### src/rtl/sib_pkg.sv
`default_nettype none

package sib_pkg;

  localparam int CAPACITY_DEF = 16;
  localparam int DATA_W       = 32;
  localparam int CNT_OUT_W    = 5;
  localparam int CAP_REG_W    = 5;
  localparam int CFG_W        = 5;

  typedef enum logic [2:0] {
    MODE_APPEND = 3'd0,
    MODE_FRONT  = 3'd1,
    MODE_SORTED = 3'd2,
    MODE_POS    = 3'd3,
    MODE_NEG    = 3'd4
  } mode_t;

  typedef enum logic [1:0] {
    OP_INSERT = 2'd0,
    OP_READ   = 2'd1,
    OP_CLEAR  = 2'd2
  } opcode_t;

  typedef enum logic {
    REG_MODE     = 1'b0,
    REG_CAPACITY = 1'b1
  } reg_idx_t;

  localparam logic [CAP_REG_W-1:0] CAP_RESET = 5'd16;

  typedef struct packed {
    logic ins_front;
    logic ins_append;
    logic ins_sorted;
  } cell_ctrl_t;

endpackage

`default_nettype wire

### src/rtl/sib_cell.sv
`default_nettype none

module sib_cell #(
  parameter int IDX   = 0,
  parameter int CNT_W = 5
) (
  input  wire                          clk,
  input  wire sib_pkg::cell_ctrl_t     ctrl,
  input  wire [sib_pkg::DATA_W-1:0]    ins_value,
  input  wire [CNT_W-1:0]              count,
  input  wire [sib_pkg::DATA_W-1:0]    left_entry,
  input  wire                          left_le,
  input  wire                          right_any,
  output logic [sib_pkg::DATA_W-1:0]   entry,
  output logic                         le,
  output logic                         any_le
);
  import sib_pkg::*;

  logic [DATA_W-1:0] entry_r;
  logic [DATA_W-1:0] entry_nxt;
  logic              valid;

  assign valid  = CNT_W'(IDX) < count;
  assign le     = valid && ($signed(entry_r) <= $signed(ins_value));
  assign any_le = le || right_any;
  assign entry  = entry_r;

  always_comb begin
    entry_nxt = entry_r;
    priority if (ctrl.ins_front) begin
      entry_nxt = left_entry;
    end else if (ctrl.ins_append) begin
      if (count == CNT_W'(IDX)) begin
        entry_nxt = ins_value;
      end
    end else if (ctrl.ins_sorted) begin
      if (!any_le) begin
        entry_nxt = left_le ? ins_value : left_entry;
      end
    end
  end

  always_ff @(posedge clk) begin
    entry_r <= entry_nxt;
  end

endmodule

`default_nettype wire

### src/rtl/sorted_insertion_buffer_top.sv
`default_nettype none

// Sorted insertion buffer of signed Q16.16 values, held in a row of cells.
// Input channel: in_valid/in_ready carry one request with in_opcode (insert,
// read or clear), in_value and in_read_index. Each request gives exactly one
// result on the out_valid/out_ready channel with the insert flags, the entry
// count after the request and, for a read, the entry at the requested index.
// out_valid rises in the cycle after acceptance, and one request is taken
// every cycle while the receiver does not stall; every cell compares and shifts
// in parallel, so an insert of any kind completes in the cycle it is accepted.
// Configuration: cfg_wr_en writes cfg_wdata into the register at cfg_index
// (0 insert mode, 1 capacity in use); the user must make writes only while idle;
// the block does not enforce it. Reset empties the buffer and sets sorted mode
// with capacity 16, clamped to CAPACITY. On a receiver stall, the result register
// holds its contents and in_ready stays low until the result has been taken.

module sorted_insertion_buffer_top #(
  parameter int CAPACITY = sib_pkg::CAPACITY_DEF
) (
  input  wire                                 clk,
  input  wire                                 rst_n,
  input  wire                                 in_valid,
  output logic                                in_ready,
  input  wire  [1:0]                          in_opcode,
  input  wire  signed [sib_pkg::DATA_W-1:0]   in_value,
  input  wire  [3:0]                          in_read_index,
  output logic                                out_valid,
  input  wire                                 out_ready,
  output logic                                out_accepted,
  output logic                                out_rejected_by_sign,
  output logic                                out_dropped_full,
  output logic [sib_pkg::CNT_OUT_W-1:0]       out_entry_count,
  output logic signed [sib_pkg::DATA_W-1:0]   out_read_value,
  output logic                                out_read_valid,
  input  wire                                 cfg_wr_en,
  input  wire                                 cfg_index,
  input  wire  [sib_pkg::CFG_W-1:0]           cfg_wdata
);
  import sib_pkg::*;

  localparam int CNT_W = $clog2(CAPACITY + 1);
  localparam int CMP_W = (CNT_W > CAP_REG_W) ? CNT_W : CAP_REG_W;

  logic [2:0]           mode_r;
  logic [CAP_REG_W-1:0] cap_r;
  logic [CNT_W-1:0]     count_r, count_nxt;

  logic                 out_valid_r;
  logic                 out_acc_r, out_rej_r, out_full_r, out_rvalid_r;
  logic [CNT_OUT_W-1:0] out_count_r;
  logic [DATA_W-1:0]    out_rval_r;

  logic [CMP_W-1:0]     cap_ext, cap_eff, count_ext, rd_idx_ext;
  logic                 in_fire, is_insert, is_front, is_append, sign_rej, full;
  logic                 acc, rd_hit;
  logic [DATA_W-1:0]    rd_data;
  cell_ctrl_t           ctrl;

  logic [DATA_W-1:0]    entry_w      [CAPACITY];
  logic [DATA_W-1:0]    left_entry_w [CAPACITY];
  logic                 le_w         [CAPACITY];
  logic                 left_le_w    [CAPACITY];
  logic                 any_w        [CAPACITY];
  logic                 right_any_w  [CAPACITY];

  assign in_ready = !out_valid_r || out_ready;
  assign in_fire  = in_valid && in_ready;

  always_ff @(posedge clk) begin
    if (!rst_n) begin
      mode_r <= MODE_SORTED;
      cap_r  <= CAP_RESET;
    end else if (cfg_wr_en) begin
      unique case (cfg_index)
        REG_MODE:     mode_r <= cfg_wdata[2:0];
        REG_CAPACITY: cap_r  <= cfg_wdata;
        default:      ;
      endcase
    end
  end

  always_comb begin
    cap_ext   = CMP_W'(cap_r);
    count_ext = CMP_W'(count_r);
    priority if (cap_ext == '0) begin
      cap_eff = CMP_W'(1);
    end else if (cap_ext > CMP_W'(CAPACITY)) begin
      cap_eff = CMP_W'(CAPACITY);
    end else begin
      cap_eff = cap_ext;
    end
    full = count_ext >= cap_eff;
  end

  always_comb begin
    is_front  = 1'b0;
    is_append = 1'b0;
    sign_rej  = 1'b0;
    unique case (mode_r)
      MODE_APPEND: is_append = 1'b1;
      MODE_FRONT:  is_front  = 1'b1;
      MODE_POS:    sign_rej  = !(in_value > 0);
      MODE_NEG:    sign_rej  = !(in_value < 0);
      default:     ;
    endcase
  end

  always_comb begin
    is_insert       = in_fire && (in_opcode == OP_INSERT);
    acc             = is_front || (!sign_rej && !full);
    ctrl.ins_front  = is_insert && is_front;
    ctrl.ins_append = is_insert && is_append && !full;
    ctrl.ins_sorted = is_insert && !is_front && !is_append && !sign_rej && !full;

    count_nxt = count_r;
    if (in_fire) begin
      unique case (in_opcode)
        OP_INSERT: begin
          if (is_front) begin
            count_nxt = (count_ext < cap_eff) ? count_r + CNT_W'(1) : CNT_W'(cap_eff);
          end else if (acc) begin
            count_nxt = count_r + CNT_W'(1);
          end
        end
        OP_CLEAR: count_nxt = '0;
        default:  ;
      endcase
    end
  end

  always_ff @(posedge clk) begin
    if (!rst_n) begin
      count_r <= '0;
    end else begin
      count_r <= count_nxt;
    end
  end

  for (genvar g = 0; g < CAPACITY; g++) begin : g_cell
    if (g == 0) begin : g_first
      assign left_entry_w[g] = in_value;
      assign left_le_w[g]    = 1'b1;
    end else begin : g_rest
      assign left_entry_w[g] = entry_w[g-1];
      assign left_le_w[g]    = le_w[g-1];
    end
    if (g == CAPACITY - 1) begin : g_last
      assign right_any_w[g] = 1'b0;
    end else begin : g_inner
      assign right_any_w[g] = any_w[g+1];
    end

    sib_cell #(
      .IDX   (g),
      .CNT_W (CNT_W)
    ) u_cell (
      .clk        (clk),
      .ctrl       (ctrl),
      .ins_value  (in_value),
      .count      (count_r),
      .left_entry (left_entry_w[g]),
      .left_le    (left_le_w[g]),
      .right_any  (right_any_w[g]),
      .entry      (entry_w[g]),
      .le         (le_w[g]),
      .any_le     (any_w[g])
    );
  end

  always_comb begin
    rd_idx_ext = CMP_W'(in_read_index);
    rd_hit     = rd_idx_ext < count_ext;
    rd_data    = '0;
    for (int i = 0; i < CAPACITY; i++) begin
      if (rd_idx_ext == CMP_W'(i)) begin
        rd_data = entry_w[i];
      end
    end
  end

  always_ff @(posedge clk) begin
    if (!rst_n) begin
      out_valid_r <= 1'b0;
    end else if (in_fire) begin
      out_valid_r <= 1'b1;
    end else if (out_ready) begin
      out_valid_r <= 1'b0;
    end
  end

  always_ff @(posedge clk) begin
    if (in_fire) begin
      out_acc_r    <= is_insert && acc;
      out_rej_r    <= is_insert && !is_front && sign_rej;
      out_full_r   <= is_insert && !is_front && !sign_rej && full;
      out_count_r  <= CNT_OUT_W'(count_nxt);
      out_rvalid_r <= (in_opcode == OP_READ) && rd_hit;
      out_rval_r   <= ((in_opcode == OP_READ) && rd_hit) ? rd_data : '0;
    end
  end

  assign out_valid            = out_valid_r;
  assign out_accepted         = out_acc_r;
  assign out_rejected_by_sign = out_rej_r;
  assign out_dropped_full     = out_full_r;
  assign out_entry_count      = out_count_r;
  assign out_read_value       = out_rval_r;
  assign out_read_valid       = out_rvalid_r;

endmodule

`default_nettype wire

### config.mk
export PLATFORM = sky130hd
export DESIGN_NAME = sorted_insertion_buffer_top
export DESIGN_NICKNAME = d
export VERILOG_FILES = /design/src/rtl/sib_pkg.sv /design/src/rtl/sib_cell.sv /design/src/rtl/sorted_insertion_buffer_top.sv
export SDC_FILE = /design/constraint.sdc
export NUM_CORES = 2
export LEC_CHECK = 0
export ABC_AREA = 1
export BUFFER_PORTS_ARGS = -buffer_cell sky130_fd_sc_hd__clkbuf_2
export CORE_ASPECT_RATIO = 1.1
export CORE_MARGIN = 5
export CORE_UTILIZATION = 52
export DETAILED_ROUTE_END_ITERATION = 7
export PLACE_DENSITY = 0.68
export SLEW_MARGIN = 20
export SYNTH_ARGS = -nofsm -noshare
export SYNTH_HDL_FRONTEND = slang
export SYNTH_SLANG_ARGS = --single-unit
### constraint.sdc
create_clock -name clk -period 9.34 [get_ports clk]
set_clock_uncertainty 0.05 [all_clocks]
set_input_delay 1.868 -clock clk [delete_from_list [all_inputs] [get_ports clk]]
set_output_delay 1.868 -clock clk [all_outputs]
set_load 0.1 [all_outputs]
======== Word-level counts from Yosys, hierarchy flattened ========
Index checks and enable logic that the tools add are counted.
operators by class
  add/sub/neg operators ................... 1
  $lt $le $gt $ge ......................... 38
  equality and inequality tests ........... 67
  mux-type cells .......................... 123
  bitwise operators ....................... 1
  reduce and logical (&&, ||, !) cells .... 80
operators with widths
  kind                   count
  $mux W32               111
  $le A32 B32 Y1         16
  $ne A3 B1 Y1 const B   16
  $ne A3 B3 Y1 const B   16
  $reduce_and A3 Y1      16
  $eq A5 B4 Y1 const B   8
  $lt A4 B5 Y1 const A   8
  $eq A4 B4 Y1 const B   8
  $gt A32 B1 Y1 const B  1
  $lt A32 B1 Y1 const B  1
  $logic_and A1 B1 Y1    31
  $mux W5                6
  $eq A5 B3 Y1 const B   4
  $lt A3 B5 Y1 const A   4
  $logic_or A1 B1 Y1     17
  $eq A4 B3 Y1 const B   4
  $eq A5 B2 Y1 const B   2
  $logic_not A5 Y1       2
  $lt A1 B5 Y1 const A   2
  $lt A2 B5 Y1 const A   2
  $pmux W5 S2            1
  $eq A4 B2 Y1 const B   2
  $logic_not A1 Y1       7
  $add A5 B1 Y5 const B  1
  other kinds (20)       24
word-level totals
  bits in registers ....................... 567
  bits of input ports ..................... 49
  output and inout bits ................... 43
  word-level logic and storage cells ...... 336

======== Longest topological paths before layout ========
  depth in word-level cells ............... 21
  mapped depth ............................ 22
  depth with buffers taken out ............ 22

======== Cells and area by module ========
A second synthesis with hierarchy kept.
second synthesis, totals
  cell total of the unflattened synthesis .. 5440
  area, all modules ....................... 42518.3 um2
by module, submodules not included
  module                        instances  cells each  area each (um2)
  sorted_insertion_buffer_top   1          1242        6636.4
  sib_cell (g_cell[4].u_cell)   1          265         2264.7
  sib_cell (g_cell[9].u_cell)   1          261         2263.4
  sib_cell (g_cell[8].u_cell)   1          265         2262.2
  sib_cell (g_cell[10].u_cell)  1          265         2252.2
  sib_cell (g_cell[5].u_cell)   1          263         2247.2
  sib_cell (g_cell[14].u_cell)  1          263         2243.4
  sib_cell (g_cell[6].u_cell)   1          264         2242.2
  sib_cell (g_cell[11].u_cell)  1          263         2238.4
  sib_cell (g_cell[12].u_cell)  1          261         2238.4
  sib_cell (g_cell[1].u_cell)   1          264         2237.1
  sib_cell (g_cell[2].u_cell)   1          263         2237.1
  sib_cell (g_cell[0].u_cell)   1          262         2235.9
  sib_cell (g_cell[7].u_cell)   1          261         2232.1
  +3 rows                       -          -           -

======== Worst setup path after synthesis ========
Ideal clock, no wire load.
  path type ............................... input to register
  start point ............................. in in_value[11] (netlist bit)
  end point ............................... reg g_cell[4].u_cell.entry_r[0], enable pin
  setup time .............................. 0.502 ns
  arrival time ............................ 7.203 ns
  data required time ...................... 8.788 ns
  slack ................................... 1.585 ns
  cell stages on the path ................. 15
  path buffers ............................ 1
  cells stage by stage .................... clkbuf_1 > clkinv_1 > ha_1 > nand2_1 > nor4_1 > nand2_1 > nand2_1 > nand2_1 > nand3_1 > nand3_1 > nand3_1 > nand2_1 > inv_1 > nand4_2 > nor4_1
between the ends
  word-level cells in the longest chain between the ends .. 15
  elaborated cells between the ends (all ways) .. 46
  those cells by class .................... order compare: 14; eq/ne: 1; mux: 1; reduce/logical: 30
RTL lines
  element                            line                               source
  start, declared                    sorted_insertion_buffer_top.sv:25  input wire signed [sib_pkg::DATA_W-1:0] in_value,
  $le A32 B32 Y1                     sib_cell.sv:25                     assign le = valid && ($signed(entry_r) <= $signed(ins_value));
  $logic_and A1 B1 Y1                sib_cell.sv:25
  $logic_or A1 B1 Y1 (11 in series)  sib_cell.sv:26                     assign any_le = le || right_any;
  $ne A3 B3 Y1 (no line)             -
  $reduce_and A3 Y1 (no line) (*)    -
  end signal, assigned               sib_cell.sv:45                     entry_r <= entry_nxt;
  end, declared                      sib_cell.sv:20                     logic [DATA_W-1:0] entry_r;
Mark *: on every way between the ends. The rest lies on a longest branch, timed or not.
A chain may end at the register's enable or synchronous reset.

======== Final worst setup path ========
  start point ............................. in in_value[11] (netlist bit)
  end point ............................... reg g_cell[7].u_cell.entry_r[28], enable pin
between the ends
  word-level cells in the longest chain between the ends .. 12
  elaborated cells between the ends (all ways) .. 37
  those cells by class .................... order compare: 11; eq/ne: 1; mux: 1; reduce/logical: 24
RTL lines
  element                           line
  $le A32 B32 Y1                    sib_cell.sv:25
  $logic_and A1 B1 Y1               sib_cell.sv:25
  $logic_or A1 B1 Y1 (8 in series)  sib_cell.sv:26
  $ne A3 B3 Y1 (no line)            -
  $reduce_and A3 Y1 (no line) (*)   -
  end signal, assigned              sib_cell.sv:45
  end, declared                     sib_cell.sv:20
Marks and branches as above.

==> metrics.txt <==
setup TNS after final layout=0 ns; WP buf/inv=2; RSZ-0062 raised after global routing=false; CTS clock-pin slew for the worst setup and hold paths=0.06 ns; worst-margin pin slew=1.18 ns; VDD IR max=0.000147 V; fillers=around 6700; clk sinks=567; Final ANT Viol Nets=0; clock network fraction of total power=0.385; largest net degree at the start of global routing=65; Die X=around 270 um; Cell Rows=105; # resized after CTS=0; sequential fraction of design power=0.456; maxcap violations=0; syn_nets=5133; max incr delay on CP=around 0.9 ns; Max FO, Critical Path=32; htree depth=3; drt pass-1 iters=8; Hold Crit Class=reg2reg; Syn Area/Cell=8.58 um^2; Worst Path Arrival=approximately 6.3 ns; violated checks=design-rule violations; cell taking the most area after synthesis=edfxtp_1; gr usage total=0.270; sequential area share after synthesis=0.432; post-DR wirelength/cell=20.0 um; worst-path cell chain=clkbuf_2, clkinv_1, ha_1, nand2_1, o21bai_1, a21oi_1, nor2_1, nand2_1, nand2_1, nand3_1, nand3_1, nand2_1, nand3_1, nand2_2, nand4_2, or2_4, a21oi_4; data required time of the worst path=9.51 ns; Final setup viols=0; vias in the first global route=30700; DP HPWL=87400 um; P_int=0.00466 W; startpoint types=primary input; leakage=18.0 nW; delay-heaviest family, CP=simple AND/OR/NAND/NOR gates; status=finished with violations; 1st-iter DRT viols=approximately 3100; GPL Wtd Cong=0.972; Synth async-reset ratio=0; fmax=163 MHz; via count=32500; Max clock buf depth=3; pwr/cell area=153 nW/um^2; NetSw=0.00189 W; Pins Over Slew Limit=0; share of the synthesized area in the top cell type=0.425; Post-synth EDFFs=roughly 550; mapped cell area=39100 um^2; fin nets=about 5200; Yosys cell types=between 50 and 60; max_slew headroom=0.209; share of post-route cells with drive strength above 1=0.0676; top cells by area, synth=edfxtp_1, ha_1, nand2_1, a21oi_1, nor2_1; Critical-path top delay cell=clkinv_1; Initial Util=0.524; core box area=74600 um^2; detailed-route wire length=112000 um; most used cell, CP=nand2_1; total power=0.00655 W; die height=298 um; TritonCTS clock tree=done; flops & latches, synth=567; drc violations=1; period utilisation layout=0.655; Hold-fix buffers, CTS=0; CTS root buf=clkbuf_16; setup bufs post-CTS=0; crit path capture type=register; initial antenna violation count=1; Clk Latency, worst-skew pair=approximately 0.62 ns; Post-Synthesis Cells=4561; top_reg_cell synth=edfxtp_1; Syn. warnings=0; Die Area=80800 um^2; Net Sw Frac=0.289; grt total ovfl=0; minimum clock period=6.12 ns; P&R area growth vs syn=9.32%; Comb power frac=0.159; IO Pins=~90; CP Class=in2reg; Via density=5.79; Num CTS Buffers=68; port bufs=91; final hold violations=0; first-pass GRT wire length=172000 um
-- area by class of cell --
| type | count | area, um^2 | area share |
|---|---|---|---|
| multi-input combinational | 3424 | 20200 | 0.472 |
| sequential | 567 | 16900 | 0.395 |
| clock buffer | 94 | 1900 | 0.0445 |
| inverter | 387 | 1460 | 0.0341 |
| tap | 963 | 1200 | 0.0282 |
| timing repair buffer | 158 | 978 | 0.0229 |
| clock inverter | 28 | 154 | 0.00360 |
| antenna | 1 | 2.50 | 0.0000585 |
-- synth_stat cells (11+ instances only) --
| cell type | instances |
|---|---|
| nor2_1 | 506 |
| o2111ai_1 | 29 |
| o21ai_0 | 370 |
| o211ai_1 | 26 |
| nand2_1 | 908 |
| nand3_1 | 172 |
| nor3_1 | 37 |
| clkbuf_1 | 116 |
| inv_1 | 364 |
| dfxtp_1 | 14 |
| a21oi_1 | 598 |
| nand4_1 | 106 |
| a21o_1 | 11 |
| clkinv_1 | 15 |
| edfxtp_1 | 553 |
| nor4_1 | 22 |
| ha_1 | 523 |
| buf_2 | 52 |
| o21a_1 | 28 |
-- worst register-to-register path: stages (launching register included) --
cell,delay [ns]
dfxtp_1,0.31
or4_1,0.53
nand2_1,0.15
nand2_1,0.11
ha_1,0.30
a21oi_1,0.11
or2_1,0.10
and3_1,0.24
nand2_1,0.17
nor3_4,0.66
nor2_4,0.26
nand3_1,0.19
nand2_1,0.07
inv_1,0.07
nand4_2,0.21
or2_4,0.34
a21oi_4,0.75
-- power groups by stage --
stage	Combinational, W	Sequential [W]	Clock, W
2_1_floorplan	0.000637	0.00310	0
3_3_place_gp	0.000999	0.00303	0
3_5_place_dp	0.00102	0.00304	0
4_1_cts	0.00103	0.00298	0.00256
5_1_grt	0.00117	0.00299	0.00266
6_report	0.00104	0.00298	0.00252
-- final timing paths --
kind / from / slack (ns) / cells past startpoint / end
setup / recovery: in_value[11] / 3.22 / 17 / g_cell[7].u_cell.entry[28]
hold / removal: mode_r[2] / 0.44 / 2 / mode_r[2]
setup reg to reg: cap_ext[0] / 4.31 / 16 / g_cell[7].u_cell.entry[28]
hold reg to reg: mode_r[2] / 0.44 / 2 / mode_r[2]
-- registers in the layout, summed over array words and instances, names as in the netlist, 3 cells and up --
signal	cells
cap_ext	5
count_ext	5
g_cell.u_cell.entry	512
mode_r	3
out_entry_count	5
out_read_value	32
-- metal layers --
metal  global-route usage  share of wire  up-vias
met1                0.364           0.43    15100
met3               0.0383          0.074      199
met5                    0              0        -
li1                     -              -    16200
met2                0.446           0.46     1102
met4               0.0984          0.036        0
-- cells by family (layout without fill, tap and decap cells) --
kind of cell / count (synthesis) / after routing / synth area share
compound gates: 1113 / 1113 / 0.153
buf+inv: 570 / 667 / 0.0571
flops: 567 / 567 / 0.432
simple gates: 1786 / 1786 / 0.191
other cells: 0 / 1 / 0
xor+xnor: 2 / 2 / 0.000448
fa+ha+maj: 523 / 523 / 0.167
-- metrics by stage --
| step | area, um^2 | worst slack [ns] | hold slack [ns] | cells | util |
|---|---|---|---|---|---|
| 6_report | 42800 | 3.22 | 0.444 | 5622 | 0.573 |
| 5_1_grt | 42800 | 2.85 | 0.457 | 5621 | 0.573 |
| 4_1_cts | 42700 | 3.26 | 0.442 | 5620 | 0.572 |
| 3_5_place_dp | 40600 | 2.63 | 0.431 | 5498 | 0.545 |
| 3_3_place_gp | 40600 | 2.65 | 0.431 | 5498 | 0.545 |
| 2_1_floorplan | 39100 | 1.59 | 0.406 | 4561 | - |
-- cell usage in the layout, fill, tap and decap left out, types with 10 or more instances in the layout --
| cell | netlist | routed |
|---|---|---|
| edfxtp_1 | 553 | 553 |
| nand4_1 | 106 | 106 |
| dfxtp_1 | 14 | 14 |
| inv_1 | 364 | 363 |
| o21ai_0 | 370 | 370 |
| clkinv_1 | 15 | 29 |
| clkbuf_16 | 0 | 71 |
| o221ai_1 | 10 | 10 |
| o2111ai_1 | 29 | 29 |
| nand2_1 | 908 | 902 |
| clkbuf_2 | 0 | 91 |
| buf_4 | 3 | 66 |
| o21a_1 | 28 | 28 |
| o211ai_1 | 26 | 26 |
| nor3_1 | 37 | 36 |
| clkbuf_1 | 116 | 19 |
| nand3_1 | 172 | 172 |
| ha_1 | 523 | 523 |
| a21oi_1 | 598 | 596 |
| a21o_1 | 11 | 11 |
| nor2_2 | 8 | 23 |
| nor2_1 | 506 | 489 |
| nor4_1 | 22 | 21 |
(Power assumes the default switching activity.)
